--- config.mk ---
export PLATFORM = sky130hd
export DESIGN_NAME = rie_muldiv
export DESIGN_NICKNAME = d
export VERILOG_FILES = /design/src/hw/rtl/rie_pkg.sv /design/src/hw/rtl/rie_muldiv.sv
export SDC_FILE = /design/constraint.sdc
export NUM_CORES = 1
export LEC_CHECK = 0
export BUFFER_PORTS_ARGS = -buffer_cell sky130_fd_sc_hd__buf_2
export CAP_MARGIN = 30
export CORE_MARGIN = 4
export CORE_UTILIZATION = 55
export CTS_BUF_LIST = sky130_fd_sc_hd__clkbuf_4
export CTS_CLUSTER_SIZE = 10
export DETAILED_ROUTE_END_ITERATION = 16
export PLACE_DENSITY = 0.76
export SYNTH_ARGS = -nofsm -noshare
export SYNTH_HDL_FRONTEND = slang
export SYNTH_SLANG_ARGS = --single-unit
--- constraint.sdc ---
create_clock -name clk_i -period 5.8 [get_ports clk_i]
set_input_delay 1.16 -clock clk_i [delete_from_list [all_inputs] [get_ports clk_i]]
set_output_delay 1.16 -clock clk_i [all_outputs]
set_load 0.05 [all_outputs]
--- src/hw/rtl/rie_pkg.sv ---
// Package: shared types, opcodes and constants of the integer execute unit.
`timescale 1ns / 1ps
package rie_pkg;

  localparam int unsigned MemBytesDefault = 65536;

  localparam logic [5:0] OpSpecial = 6'h00;
  localparam logic [5:0] OpJ       = 6'h02;
  localparam logic [5:0] OpJal     = 6'h03;
  localparam logic [5:0] OpBeq     = 6'h04;
  localparam logic [5:0] OpBne     = 6'h05;
  localparam logic [5:0] OpBlez    = 6'h06;
  localparam logic [5:0] OpBgtz    = 6'h07;
  localparam logic [5:0] OpAddi    = 6'h08;
  localparam logic [5:0] OpAddiu   = 6'h09;
  localparam logic [5:0] OpSlti    = 6'h0a;
  localparam logic [5:0] OpSltiu   = 6'h0b;
  localparam logic [5:0] OpAndi    = 6'h0c;
  localparam logic [5:0] OpOri     = 6'h0d;
  localparam logic [5:0] OpXori    = 6'h0e;
  localparam logic [5:0] OpLui     = 6'h0f;
  localparam logic [5:0] OpLb      = 6'h20;
  localparam logic [5:0] OpLh      = 6'h21;
  localparam logic [5:0] OpLwl     = 6'h22;
  localparam logic [5:0] OpLw      = 6'h23;
  localparam logic [5:0] OpLbu     = 6'h24;
  localparam logic [5:0] OpLhu     = 6'h25;
  localparam logic [5:0] OpLwr     = 6'h26;
  localparam logic [5:0] OpSb      = 6'h28;
  localparam logic [5:0] OpSh      = 6'h29;
  localparam logic [5:0] OpSwl     = 6'h2a;
  localparam logic [5:0] OpSw      = 6'h2b;
  localparam logic [5:0] OpSwr     = 6'h2e;

  localparam logic [5:0] FnSll     = 6'h00;
  localparam logic [5:0] FnSrl     = 6'h02;
  localparam logic [5:0] FnSra     = 6'h03;
  localparam logic [5:0] FnSllv    = 6'h04;
  localparam logic [5:0] FnSrlv    = 6'h06;
  localparam logic [5:0] FnSrav    = 6'h07;
  localparam logic [5:0] FnJr      = 6'h08;
  localparam logic [5:0] FnJalr    = 6'h09;
  localparam logic [5:0] FnMovz    = 6'h0a;
  localparam logic [5:0] FnMovn    = 6'h0b;
  localparam logic [5:0] FnSyscall = 6'h0c;
  localparam logic [5:0] FnBreak   = 6'h0d;
  localparam logic [5:0] FnMfhi    = 6'h10;
  localparam logic [5:0] FnMthi    = 6'h11;
  localparam logic [5:0] FnMflo    = 6'h12;
  localparam logic [5:0] FnMtlo    = 6'h13;
  localparam logic [5:0] FnMult    = 6'h18;
  localparam logic [5:0] FnMultu   = 6'h19;
  localparam logic [5:0] FnDiv     = 6'h1a;
  localparam logic [5:0] FnDivu    = 6'h1b;
  localparam logic [5:0] FnAdd     = 6'h20;
  localparam logic [5:0] FnAddu    = 6'h21;
  localparam logic [5:0] FnSub     = 6'h22;
  localparam logic [5:0] FnSubu    = 6'h23;
  localparam logic [5:0] FnAnd     = 6'h24;
  localparam logic [5:0] FnOr      = 6'h25;
  localparam logic [5:0] FnXor     = 6'h26;
  localparam logic [5:0] FnNor     = 6'h27;
  localparam logic [5:0] FnSlt     = 6'h2a;
  localparam logic [5:0] FnSltu    = 6'h2b;
  localparam logic [5:0] FnTge     = 6'h30;
  localparam logic [5:0] FnTgeu    = 6'h31;
  localparam logic [5:0] FnTlt     = 6'h32;
  localparam logic [5:0] FnTltu    = 6'h33;
  localparam logic [5:0] FnTeq     = 6'h34;
  localparam logic [5:0] FnTne     = 6'h36;

  localparam logic [4:0] LinkReg = 5'd31;

  typedef enum logic [2:0] {
    ExcNone, ExcOverflow, ExcLoadAddr, ExcStoreAddr,
    ExcTrap, ExcBreak, ExcSyscall, ExcReserved
  } exc_e;

  typedef enum logic [1:0] {MdMult, MdMultu, MdDiv, MdDivu} md_op_e;

  typedef enum logic [2:0] {StClear, StIdle, StExec, StLoad, StMd, StRes} state_e;

  typedef enum logic [1:0] {MdIdle, MdRun, MdFix, MdDone} md_state_e;

  typedef struct packed {
    exc_e        exc;
    logic [31:0] bad;
    logic        redir;
    logic [31:0] target;
    logic        wbv;
    logic [4:0]  wbr;
    logic [31:0] wbval;
  } res_t;

  typedef struct packed {
    logic        start;
    md_op_e      op;
    logic [31:0] a;
    logic [31:0] b;
  } md_req_t;

  typedef struct packed {
    logic        done;
    logic [31:0] hi;
    logic [31:0] lo;
  } md_rsp_t;

endpackage

--- src/hw/rtl/rie_muldiv.sv ---
// Iterative multiply/divide unit: one shared adder, one bit per cycle.
`timescale 1ns / 1ps
module rie_muldiv (
  input  logic              clk_i,
  input  logic              rst_ni,
  input  rie_pkg::md_req_t  req_i,
  output rie_pkg::md_rsp_t  rsp_o
);
  import rie_pkg::*;

  md_state_e   st_q, st_d;
  logic [4:0]  cnt_q, cnt_d;
  logic [31:0] hi_q, hi_d, lo_q, lo_d, m_q, m_d;
  logic        mul_q, mul_d, neg_lo_q, neg_lo_d, neg_hi_q, neg_hi_d;

  logic        sgn, is_div, na, nb;
  logic [31:0] ma, mb;
  logic [33:0] x34, y34, s34;
  logic [63:0] prod_neg;

  assign sgn    = (req_i.op == MdMult) || (req_i.op == MdDiv);
  assign is_div = (req_i.op == MdDiv) || (req_i.op == MdDivu);
  assign na     = sgn & req_i.a[31];
  assign nb     = sgn & req_i.b[31];
  assign ma     = na ? (~req_i.a + 32'd1) : req_i.a;
  assign mb     = nb ? (~req_i.b + 32'd1) : req_i.b;

  assign x34 = mul_q ? {2'b00, hi_q} : {1'b0, hi_q, lo_q[31]};
  assign y34 = mul_q ? (lo_q[0] ? {2'b00, m_q} : 34'd0) : ~{2'b00, m_q};
  assign s34 = x34 + y34 + {33'd0, ~mul_q};
  assign prod_neg = ~{hi_q, lo_q} + 64'd1;

  always_comb begin
    st_d = st_q;
    case (st_q)
      MdIdle: begin
        if (req_i.start) begin
          st_d = (is_div && (req_i.b == 32'd0)) ? MdDone : MdRun;
        end
      end
      MdRun:   if (cnt_q == 5'd31) st_d = MdFix;
      MdFix:   st_d = MdDone;
      MdDone:  st_d = MdIdle;
      default: st_d = MdIdle;
    endcase
  end

  always_comb begin
    cnt_d    = cnt_q;
    hi_d     = hi_q;
    lo_d     = lo_q;
    m_d      = m_q;
    mul_d    = mul_q;
    neg_lo_d = neg_lo_q;
    neg_hi_d = neg_hi_q;
    case (st_q)
      MdIdle: begin
        if (req_i.start) begin
          if (is_div && (req_i.b == 32'd0)) begin
            hi_d = req_i.a;
            lo_d = 32'hFFFFFFFF;
          end else begin
            hi_d     = 32'd0;
            lo_d     = ma;
            m_d      = mb;
            mul_d    = ~is_div;
            neg_lo_d = na ^ nb;
            neg_hi_d = is_div ? na : (na ^ nb);
            cnt_d    = 5'd0;
          end
        end
      end
      MdRun: begin
        cnt_d = cnt_q + 5'd1;
        if (mul_q) begin
          hi_d = s34[32:1];
          lo_d = {s34[0], lo_q[31:1]};
        end else begin
          hi_d = s34[33] ? {hi_q[30:0], lo_q[31]} : s34[31:0];
          lo_d = {lo_q[30:0], ~s34[33]};
        end
      end
      MdFix: begin
        if (mul_q) begin
          if (neg_lo_q) {hi_d, lo_d} = prod_neg;
        end else begin
          if (neg_lo_q) lo_d = ~lo_q + 32'd1;
          if (neg_hi_q) hi_d = ~hi_q + 32'd1;
        end
      end
      default: ;
    endcase
  end

  always_ff @(posedge clk_i or negedge rst_ni) begin
    if (!rst_ni) begin
      st_q <= MdIdle;
    end else begin
      st_q <= st_d;
    end
  end

  always_ff @(posedge clk_i) begin
    cnt_q    <= cnt_d;
    hi_q     <= hi_d;
    lo_q     <= lo_d;
    m_q      <= m_d;
    mul_q    <= mul_d;
    neg_lo_q <= neg_lo_d;
    neg_hi_q <= neg_hi_d;
  end

  assign rsp_o.done = (st_q == MdDone);
  assign rsp_o.hi   = hi_q;
  assign rsp_o.lo   = lo_q;

endmodule

==> results of run 1 <==
[where the power goes]
part           switching (mW)  internal, mW
logic                    3.21          1.64
registers               0.524          1.40
clock network           0.285         0.137
[cell usage after synthesis, drive strengths merged (3+ instances only)]
cell type / number / area [µm²]
o221ai: 7 / 61.31
nand2: 128 / 480.5
o41ai: 8 / 88.84
edfxtp: 104 / 3123
nand3b: 6 / 45.04
o21a: 3 / 22.52
o31ai: 16 / 120.1
o211ai: 11 / 82.58
a21o: 16 / 120.1
and2: 5 / 31.28
inv: 31 / 116.4
a32oi: 21 / 183.9
nand4: 6 / 37.54
nand3: 27 / 135.1
mux2i: 33 / 330.3
buf: 12 / 52.55
nand4b: 3 / 41.29
and3: 5 / 31.28
or2: 4 / 25.02
a222oi: 7 / 70.07
a22oi: 18 / 135.1
nor2: 88 / 332.8
xnor2: 83 / 734.5
nor4: 19 / 140.1
xor2: 58 / 508.0
clkbuf: 52 / 195.2
nor2b: 5 / 31.28
o311ai: 4 / 35.03
a221oi: 7 / 73.82
a31oi: 8 / 50.05
o21bai: 3 / 22.52
ha: 42 / 525.5
a21oi: 80 / 400.4
mux2: 55 / 619.3
nand2b: 17 / 106.4
or3: 18 / 117.6
or4: 9 / 71.32
nor3: 38 / 190.2
o21ai: 96 / 480.5
[critical path, delay by kind of cell, from the launching register on]
kind                       cells  cell delay [ns]
AOI/OAI and AO/OA              7             2.26
xor gates and xnor gates       1             0.32
adders and majority gates      2             0.64
buffers and inverters          2             0.40
DFF                            1             0.46
muxes                          2             0.51
[flip-flops by register name, indices dropped and copies added, names as in the netlist]
signal    count
cnt_q         5
neg_lo_q      1
m_q          32
lo_q         32
hi_q         32
st_q          2
neg_hi_q      1
mul_q         1
[per-layer routing]
metal  vias up  GRT usage  part of all wire
li1       4642          -                 -
met1      4655     0.3751              0.42
met2       551     0.4465              0.46
met3        72    0.05020             0.099
met4         2     0.1093             0.028
met5         -          0           0.00042
[stage by stage]
stage                 util  power, mW  hold slack, ns  cell area, µm²
floorplan                -      5.430          0.5280           10330
global placement    0.6132      6.581          0.5676           11170
detailed placement  0.6144      6.666          0.5876           11190
CTS                 0.6221      7.090          0.3590           11330
global route        0.6223      7.625          0.3451           11330
finish              0.6223      7.196          0.3638           11330
[final cells by class]
type	count	area, µm²	area share
multi-input cells	985	6803	0.6003
flip-flops and latches	106	3173	0.2800
well taps	229	286.5	0.02528
repair buffers	149	805.8	0.07111
clock buffers	10	75.07	0.006625
inverters	32	120.1	0.01060
clock inverters	6	63.81	0.005631
diodes	2	5.005	0.0004416
[cell usage in the layout, fill, tap and decap left out, types with 3 or more instances in the layout]
cell and instances:
o41ai_1 7, a222oi_1 7, nor2b_1 5, nor2_1 85, or3_1 17, o21bai_1 3, xnor2_1 82, a32oi_1 21
nor3_1 37, and3_1 5, edfxtp_1 104, o21ai_0 94, nand4_1 6, nand2b_1 17, a21o_1 16, xor2_1 58
o221ai_1 7, o21a_1 3, a22oi_1 18, clkbuf_4 10, or2_2 4, mux2i_1 33, nand3_1 27, o211ai_1 11
a21oi_1 78, nor2_2 3, inv_1 31, ha_1 42, o311ai_0 4, buf_4 14, nor4_1 17, or4_1 8
nand3b_1 6, nand2_1 128, and2_1 5, mux2_2 55, o31ai_1 16, a221oi_1 5, buf_2 133, a31oi_1 8
[worst min-delay path by stage]
stage | start | to | cells past startpoint
2_1_floorplan | st_q[0] | st_q[0] | 1
3_3_place_gp | st_q[0] | st_q[0] | 1
3_5_place_dp | st_q[0] | st_q[0] | 1
4_1_cts | rst_ni | st_q[0] | 1
5_1_grt | rst_ni | st_q[1] | 1
6_report | rst_ni | st_q[0] | 1
[cells by family (layout without fill, tap and decap cells)]
logic type | after synthesis | after routing | share of synthesized area
AOI/OAI and AO/OA | 324 | 324 | 0.2050
xor gates and xnor gates | 141 | 141 | 0.1203
adders and majority gates | 44 | 44 | 0.05477
buffers and inverters | 96 | 197 | 0.03562
DFF | 106 | 106 | 0.3073
muxes | 88 | 88 | 0.09197
other | 0 | 2 | 0
and+or+nand+nor | 388 | 388 | 0.1850
==> metrics.md, run 1 <==
| Metric | Value |
|---|---|
| CP max FO | `79` |
| Reg2reg setup slack | `roughly 1 ns` |
| Wire per inst | `20.29 µm` |
| Maximum vdd ir drop | `0.2635 mV` |
| Fin Setup TNS | `0 ns` |
| CP Launch Type | `flop` |
| Initial cell density of the core | `0.5671` |
| Core area | `0.01821 mm²` |
| Sink Count | `around 110` |
| Relative slew slack | `0.3916` |
| FILL cells | `1584` |
| Slew Limit Fails | `0` |
| Async S/R FF share, synth | `0.01887` |
| NumNets Final | `1396` |
| Critical Path Max Stage Delay | `between 0.5 and 0.6 ns` |
| Worst reg2reg startpoint | `mul_q` |
| Drc violations | `0` |
| Status | `completed` |
| Post-layout minimum cycle time | `between 4 and 5 ns` |
| Detail Route Antenna Nets | `0` |
| PwrDens | `635.0 mW/mm²` |
| First-pass iteration count of the detailed router | `5` |
| Port buffer count | `133` |
| Critical Path, Cell by Cell | `buf_12, mux2i_1, fa_1, inv_1, fa_1, a21o_1, a221oi_1, o31a_1, o211ai_1, a31oi_1, o311ai_0, xor2_1, mux2i_1, o21ai_0` |
| DP Worst Slack | `approximately 1.2 ns` |
| CTS max path bufs | `2` |
| Number of antenna violations at the first check in global routing | `3` |
| Total grt overflow | `0` |
| Worst Setup End Kind | `flop` |
| Mapped Area | `0.01033 mm²` |
| Placer Congestion | `0.9373` |
| Number of setup violations in the final report | `0` |
| Tot GR Track Use | `0.2778` |
| Worst r2r path cells | `14` |
| Post-CTS setup buffers | `0` |
| Layout Cells excl Fill | `~1500` |
| First-pass GRT wire length | `48540 µm` |
| Sequential area share after synthesis | `0.3073` |
| Number of global-route vias before repair | `9226` |
| Area Growth Syn to Fin | `9.742%` |
| Hold Crit Class | `in2async` |
| Setup CP Type | `reg2reg` |
| Tcrit/Tclk final | `0.8273` |
| #FFs+latches synth | `around 110` |
| RSZ-0062 raised after global routing | `no` |
| Final setup margin | `roughly 1.0 ns` |
| Syn Area/Cell | `8.699 µm²` |
| Reg2reg end | `hi_q[26]` |
| Largest net degree at the start of global routing | `80` |
| Fin. Hold Viols | `0` |
| Placed insts | `1501` |
| Row Count | `49` |
| Clk slew on worst S/H paths | `between 0.2 and 0.25 ns` |
| Post-CTS resize count | `0` |
| Initial DRC Count | `923` |
| Slew @ Worst Pin | `0.9012 ns` |
| DIE AREA | `approximately 0.021 mm²` |
| Inserted Clock Buffers | `9` |
| Post-CTS Hold Buffers | `0` |
| Clk Latency, worst-skew pair | `0.53 ns` |
| Syn Inst Count | `1187` |
| Yosys Warn Count | `0` |
| I/O pin cnt | `134` |
| Highest Clock Rate | `0.2084 GHz` |
| CTS root buf | `clkbuf_4` |
| LEAKAGE | `~4.3 nW` |
| H-tree depth | `3` |
| DR vias | `just under 10000` |
| Die Height | `145.0 µm` |
| Max-cap viol count | `0` |
| Yosys cell types | `78` |
| Syn nets | `1300` |
| Critical Path Source | `mul_q` |
| Critical Path AT | `5.13 ns` |
| Post-synth EDFFs | `around 100` |
| Fin Clk Skew | `0.04608 ns` |
| Worst Setup EP | `hi_q[26]` |
| Vias per cell | `6.532` |
| Slowest cell on crit path | `a221oi_1` |
| Detailed-placement wirelength estimate | `roughly 23000 µm` |
| Die Width | `145.0 µm` |
| CTS tree | `done` |
| Req. time, crit path | `between 6 and 7 ns` |
| Top FF cell, synth | `edfxtp_1` |
| Share of cells above drive strength 1 | `0.1863` |
| Detailed Route WL | `30820 µm` |
No activity file was read; power rests on OpenSTA's default activity.
==> inputs of run 2 (changes only) <==
==> constraint.sdc (replaced) <==
create_clock -name clk_i -period 4.8 [get_ports clk_i]
set_input_delay 0.96 -clock clk_i [delete_from_list [all_inputs] [get_ports clk_i]]
set_output_delay 0.96 -clock clk_i [all_outputs]
set_load 0.05 [all_outputs]
==> run 2 against run 1 <==
Global-route usage is 0.45 points higher. Cell count increased by 0.46%. Combinational power up 21%. Sequential power grew 21%. Final area increased by 0.12%. Clock skew is 0.017 ns lower. Setup slack got worse by 0.47 ns. Maximum frequency rose by 13%. Routed wire length up 0.21%. Power rose by 20%. Worst hold slack got worse by 0.18 ns. Sequential cell count did not move.
==> metrics.md, run 2 (synthesis gave the netlist of run 1 again) <==
| Metric | Value |
|---|---|
| Drc violations | `0 (unchanged)` |
| Core area | `0.01821 mm² (unchanged)` |
| Critical Path, Cell by Cell | `buf_12, o21ai_0, inv_1, fa_1, inv_1, fa_1, a21o_1, a221oi_1, o31a_1, o211ai_1, a31oi_1, xnor2_1, mux2_2, a222oi_1, o21ai_0` |
| Max-cap viol count | `0 (unchanged)` |
| Hold Crit Class | `in2async` |
| Wire per inst | `20.24 µm (-0.25%)` |
| Highest Clock Rate | `0.2345 GHz (+13%)` |
| Area Growth Syn to Fin | `9.875%` |
| Post-layout minimum cycle time | `4.264 ns (-0.5349 ns)` |
| Setup CP Type | `reg2reg` |
| Initial cell density of the core | `0.5671 (unchanged)` |
| I/O pin cnt | `134 (unchanged)` |
| First-pass iteration count of the detailed router | `6 (+1)` |
| Final setup margin | `0.5363 ns (-0.4651 ns)` |
| Number of antenna violations at the first check in global routing | `1 (-2)` |
| Worst Setup End Kind | `flop` |
| Slew @ Worst Pin | `0.9384 ns (+0.03719 ns)` |
| Die Height | `145.0 µm (unchanged)` |
| NumNets Final | `1402 (+0.43%)` |
| Clk Latency, worst-skew pair | `0.52 ns (about the same)` |
| CP Launch Type | `flop` |
| Post-CTS setup buffers | `0 (unchanged)` |
| Post-CTS resize count | `0 (unchanged)` |
| Placer Congestion | `0.9471 (+1.0%)` |
| Detailed Route WL | `30880 µm (+0.21%)` |
| Post-CTS Hold Buffers | `0 (unchanged)` |
| WP buf/inv | `3 (+1)` |
| H-tree depth | `3 (unchanged)` |
| Tcrit/Tclk final | `0.8883 (+0.06092)` |
| Fin Setup TNS | `0 ns (unchanged)` |
| Power, Total | `8.666 mW (+20%)` |
| First-pass GRT wire length | `48910 µm (+0.75%)` |
| Critical Path Max Stage Delay | `0.52 ns (about the same)` |
| Number of global-route vias before repair | `9191 (-0.38%)` |
| Slew Limit Fails | `0 (unchanged)` |
| RSZ-0062 raised after global routing | `no` |
| Sink Count | `106 (unchanged)` |
| CP max FO | `56 (-29%)` |
| Top flop regs | `hi_q: 32 flops, lo_q: 32 flops, m_q: 32 flops` |
| Total grt overflow | `0 (unchanged)` |
| Detailed-placement wirelength estimate | `23310 µm (+1.7%)` |
| Largest delay share family, worst path | `compound AO/OA/AOI/OAI gates` |
| Row Count | `49 (unchanged)` |
| Initial DRC Count | `1041 (+13%)` |
| DP Worst Slack | `0.5818 ns (-0.6102 ns)` |
| DR vias | `9889 (-0.33%)` |
| Status | `completed` |
| Critical Path AT | `4.52 ns (-0.61 ns)` |
| Clk slew on worst S/H paths | `0.19 ns (-0.02 ns)` |
| Fin. Hold Viols | `0 (unchanged)` |
| Number of setup violations in the final report | `0 (unchanged)` |
| CTS max path bufs | `2 (unchanged)` |
| Slowest cell on crit path | `edfxtp_1` |
| Share of cells above drive strength 1 | `0.1901 (+0.003773)` |
| PwrDens | `763.8 mW/mm² (+20%)` |
| Tot GR Track Use | `0.2823 (+0.004486)` |
| Fin Clk Skew | `0.02927 ns (-0.01682 ns)` |
| Inserted Clock Buffers | `9 (unchanged)` |
| Maximum vdd ir drop | `0.3597 mV (+37%)` |
| Relative slew slack | `0.3731 (-0.01845)` |
| LEAKAGE | `4.343 nW (+0.28%)` |
| Detail Route Antenna Nets | `0 (unchanged)` |
| Req. time, crit path | `5.05 ns (-1.09 ns)` |
| Most frequent cells in the layout | `buf_2 (133), nand2_1 (128), edfxtp_1 (104)` |
| CTS tree | `done` |
| Die Width | `145.0 µm (unchanged)` |
| Most common cell after layout, fill and taps aside | `buf_2` |
| Largest net degree at the start of global routing | `57 (-29%)` |
| DIE AREA | `0.02103 mm² (unchanged)` |
| CTS root buf | `clkbuf_4` |
| Port buffer count | `133 (unchanged)` |
| Vias per cell | `6.480 (-0.79%)` |
==> run 2: final cells by class <==
class / count / area (µm²)
Sequential cell: 106 / 3173
Timing Repair Buffer: 155 / 843.3
Clock inverter: 5 / 32.53
Tap cell: 229 / 286.5
Antenna cell: 3 / 7.507
Fill cell: 1609 / 6863
Clock buffer: 11 / 82.58
Inverter: 32 / 120.1
Multi-Input combinational cell: 985 / 6800
==> run 2: final timing paths <==
check	to	from	slack, ns	cells after the start
max reg2reg	hi_q[20]	mul_q	0.54	15
max in group asynchronous	st_q[0]	rst_ni	4.53	1
max	hi_q[20]	mul_q	0.54	15
min reg2reg	st_q[0]	st_q[0]	0.62	1
min	st_q[1]	rst_ni	0.18	1
min in group clk_i	st_q[0]	st_q[0]	0.62	1
==> run 2: layer usage <==
layer / vias up / global-route usage / routed length (µm)
met5: - / 0 / 0
met4: 0 / 0.09691 / 805
met3: 62 / 0.04490 / 2990
met1: 4620 / 0.3838 / 12670
met2: 554 / 0.4620 / 14420
li1: 4653 / - / -
==> run 2: power by group <==
group | internal [mW] | switching, mW | total [mW]
Sequential | 1.70 | 0.639 | 2.33
Clock | 0.116 | 0.334 | 0.450
Combinational | 2.01 | 3.87 | 5.88
==> run 2: per-stage QoR <==
stage          hold WS [ns]  utilization  instances  cell area, µm²
5_1_grt              0.1584       0.6230       1525           11340
6_report             0.1820       0.6231       1526           11350
3_5_place_dp         0.5726       0.6164       1507           11220
4_1_cts              0.1718       0.6227       1523           11340
3_3_place_gp         0.5523       0.6164       1507           11220
2_1_floorplan        0.5280            -       1187           10330
==> inputs of run 3 (changes only) <==
--- a/config.mk
+++ b/config.mk
@@ -13,6 +13,7 @@
 export CTS_CLUSTER_SIZE = 10
 export DETAILED_ROUTE_END_ITERATION = 16
 export PLACE_DENSITY = 0.76
+export RECOVER_POWER = 50
 export SYNTH_ARGS = -nofsm -noshare
 export SYNTH_HDL_FRONTEND = slang
 export SYNTH_SLANG_ARGS = --single-unit
==> run 3 against run 2 <==
The run now ends with max-capacitance violations, max-slew violations left. Non-clock buffer count unchanged. Final area fell by 0.93%. Power down 0.79%. Maximum frequency decreased by 3.4%. Critical path type unchanged. Critical path depth down 11. Largest power group unchanged. Register-to-register slack worse by 0.15 ns. Worst hold slack improved by 0.0049 ns. Clock power hardly changed. Critical endpoint is now hi_q[26]. Routed wire length increased by 0.31%. Largest cell class unchanged. Sequential share of layout area up 0.26 points. Via count decreased by 0.57%.
==> metrics.md, run 3 (synthesis gave the netlist of run 1 again) <==
| Metric | Value |
|---|---|
| Status | `finished with violations` |
| Failing checks | `max-capacitance violations, max-slew violations` |
| Inserted Clock Buffers | `9 (unchanged)` |
| H-tree depth | `3 (unchanged)` |
| Tcrit/Tclk final | `0.9199 (+0.03162)` |
| I/O pin cnt | `134 (unchanged)` |
| LEAKAGE | `4.118 nW (-5.2%)` |
| Tot GR Track Use | `0.2823 (unchanged)` |
| Initial cell density of the core | `0.5671 (unchanged)` |
| Switching Fraction | `0.5630 (+0.004518)` |
| Area Growth Syn to Fin | `8.858%` |
| Critical Path Source | `mul_q` |
| Row Count | `49 (unchanged)` |
| Largest net degree at the start of global routing | `57 (unchanged)` |
| PwrDens | `764.9 mW/mm² (+0.14%)` |
| Reg2reg end | `hi_q[26]` |
| Critical Path Max Stage Delay | `1.81 ns (+1.29 ns)` |
| First-pass GRT wire length | `48910 µm (unchanged)` |
| Seq pwr share | `0.274 (+0.005)` |
| Fin. Hold Viols | `0 (unchanged)` |
| Post-CTS resize count | `0 (unchanged)` |
| Worst reg2reg startpoint | `mul_q` |
| Share of cells above drive strength 1 | `0.1329 (-0.05719)` |
| Critical Path AT | `4.61 ns (+0.09 ns)` |
| Reg2reg setup slack | `0.38 ns (-0.15 ns)` |
| Slew @ Worst Pin | `2.499 ns (+1.561 ns)` |
| Maximum vdd ir drop | `0.3526 mV (-2.0%)` |
| Die Height | `145.0 µm (unchanged)` |
| Slowest cell on crit path | `clkbuf_1` |
| Die Width | `145.0 µm (unchanged)` |
| Fin Setup TNS | `0 ns (unchanged)` |
| Fin Clk Skew | `0.02797 ns (-0.001299 ns)` |
| Detail Route Antenna Nets | `0 (unchanged)` |
| Detailed-placement wirelength estimate | `23310 µm (unchanged)` |
| Sink Count | `106 (unchanged)` |
| DP Worst Slack | `0.5818 ns (unchanged)` |
| Largest delay share family, worst path | `buffers and inverters` |
| Vias per cell | `6.444 (-0.57%)` |
| Critical Path, Cell by Cell | `clkbuf_1, mux2i_1, a21oi_1, buf_4` |
| Clk Latency, worst-skew pair | `0.52 ns (about the same)` |
| Core area | `0.01821 mm² (unchanged)` |
| Number of global-route vias before repair | `9191 (unchanged)` |
| P_int | `3.757 mW (-1.8%)` |
| Slew Limit Fails | `101 (+101)` |
| Max-cap viol count | `3 (+3)` |
| Fin Hold WS | `0.1870 ns (+0.004937 ns)` |
| Setup CP Type | `reg2reg` |
| Clk pwr share | `0.052 (about the same)` |
| Worst r2r path cells | `4 (-11)` |
| DR vias | `9833 (-0.57%)` |
| Worst Setup End Kind | `flop` |
| Detailed Route WL | `30980 µm (+0.31%)` |
| Relative slew slack | `-0.6662 (-1.039)` |
| First-pass iteration count of the detailed router | `6 (unchanged)` |
| Port buffer count | `133 (unchanged)` |
| CP Launch Type | `flop` |
| Most frequent cells in the layout | `nand2_1 (128), edfxtp_1 (104), o21ai_0 (94)` |
| Number of setup violations in the final report | `0 (unchanged)` |
| Hold Crit Class | `in2async` |
| Post-CTS Hold Buffers | `0 (unchanged)` |
| FILL cells | `1652 (+2.7%)` |
| P_sw | `4.840 mW (about the same)` |
| CP max FO | `38 (-32%)` |
| Placer Congestion | `0.9471 (unchanged)` |
| NumNets Final | `1402 (unchanged)` |
| Wire per inst | `20.30 µm (+0.31%)` |
| Most common cell after layout, fill and taps aside | `nand2_1` |
| WP buf/inv | `2 (-1)` |
| Top flop regs | `hi_q: 32 flops, lo_q: 32 flops, m_q: 32 flops` |
| Total grt overflow | `0 (unchanged)` |
| CTS max path bufs | `2 (unchanged)` |
| CTS root buf | `clkbuf_4` |
| Req. time, crit path | `5.00 ns (-0.05 ns)` |
| CTS tree | `done` |
| Number of antenna violations at the first check in global routing | `1 (unchanged)` |
| Post-CTS setup buffers | `0 (unchanged)` |
| Clk slew on worst S/H paths | `0.19 ns (about the same)` |
| Final setup margin | `0.3846 ns (-0.1518 ns)` |
| Drc violations | `0 (unchanged)` |
| Highest Clock Rate | `0.2265 GHz (-3.4%)` |
| RSZ-0062 raised after global routing | `no` |
| DIE AREA | `0.02103 mm² (unchanged)` |
| Initial DRC Count | `1021 (-1.9%)` |
| Post-layout minimum cycle time | `4.415 ns (+0.1518 ns)` |
| Logic pwr share | `0.674 (-0.005)` |
## run 3: cell count changes in the layout (fill, tap and decap cells not counted)
cell	delta
a21oi_2	-1
buf_4	-4
and2_0	+1
buf_2	-69
clkbuf_1	+73
a21oi_1	+1
and2_1	-1
## run 3: stage by stage
step	instances	util	instance area [µm²]	power (mW)
floorplan	1187	-	10330	6.562
global route	1525	0.6172	11240	9.152
CTS	1523	0.6227	11340	8.556
detailed placement	1507	0.6164	11220	8.103
finish	1526	0.6173	11240	8.598
global placement	1507	0.6164	11220	8.017
## run 3: area by class of cell
cell class | count | area (µm²) | area share
Clock buffer | 11 | 82.58 | 0.007346
Antenna cell | 3 | 7.507 | 0.0006679
Multi-Input combinational cell | 985 | 6797 | 0.6046
Clock inverter | 5 | 32.53 | 0.002894
Timing Repair Buffer | 155 | 742.0 | 0.06601
Tap cell | 229 | 286.5 | 0.02549
Inverter | 32 | 120.1 | 0.01069
Sequential cell | 106 | 3173 | 0.2823
## run 3: power groups by stage
stage	combinational, mW	clock (mW)	sequential, mW
final	5.79	0.450	2.35
after global routing	6.25	0.480	2.42
after CTS	5.80	0.451	2.31
after detailed placement	5.77	0	2.34
after global placement	5.70	0	2.32
after floorplan	3.47	0	3.09
## run 3: layer usage
| metal | vias up | GRT usage | part of all wire |
|---|---|---|---|
| met4 | 0 | 0.09691 | 0.026 |
| met3 | 64 | 0.04490 | 0.094 |
| met2 | 517 | 0.4620 | 0.47 |
| met1 | 4599 | 0.3838 | 0.41 |
| met5 | - | 0 | 0 |
| li1 | 4653 | - | - |
## run 3: worst max path at each step
stage | to | slack, ns | cells after the start
floorplan | hi_q[23] | 0.14 | 16
global placement | hi_q[23] | 0.66 | 15
detailed placement | hi_q[23] | 0.58 | 15
CTS | hi_q[20] | 0.58 | 15
global route | hi_q[26] | 0.09 | 4
finish | hi_q[26] | 0.38 | 4
## run 3: worst register-to-register path, stage by stage (launching register included)
cell	delay, ns
edfxtp_1	0.51
clkbuf_1	1.81
mux2i_1	0.27
a21oi_1	1.05
buf_4	0.47
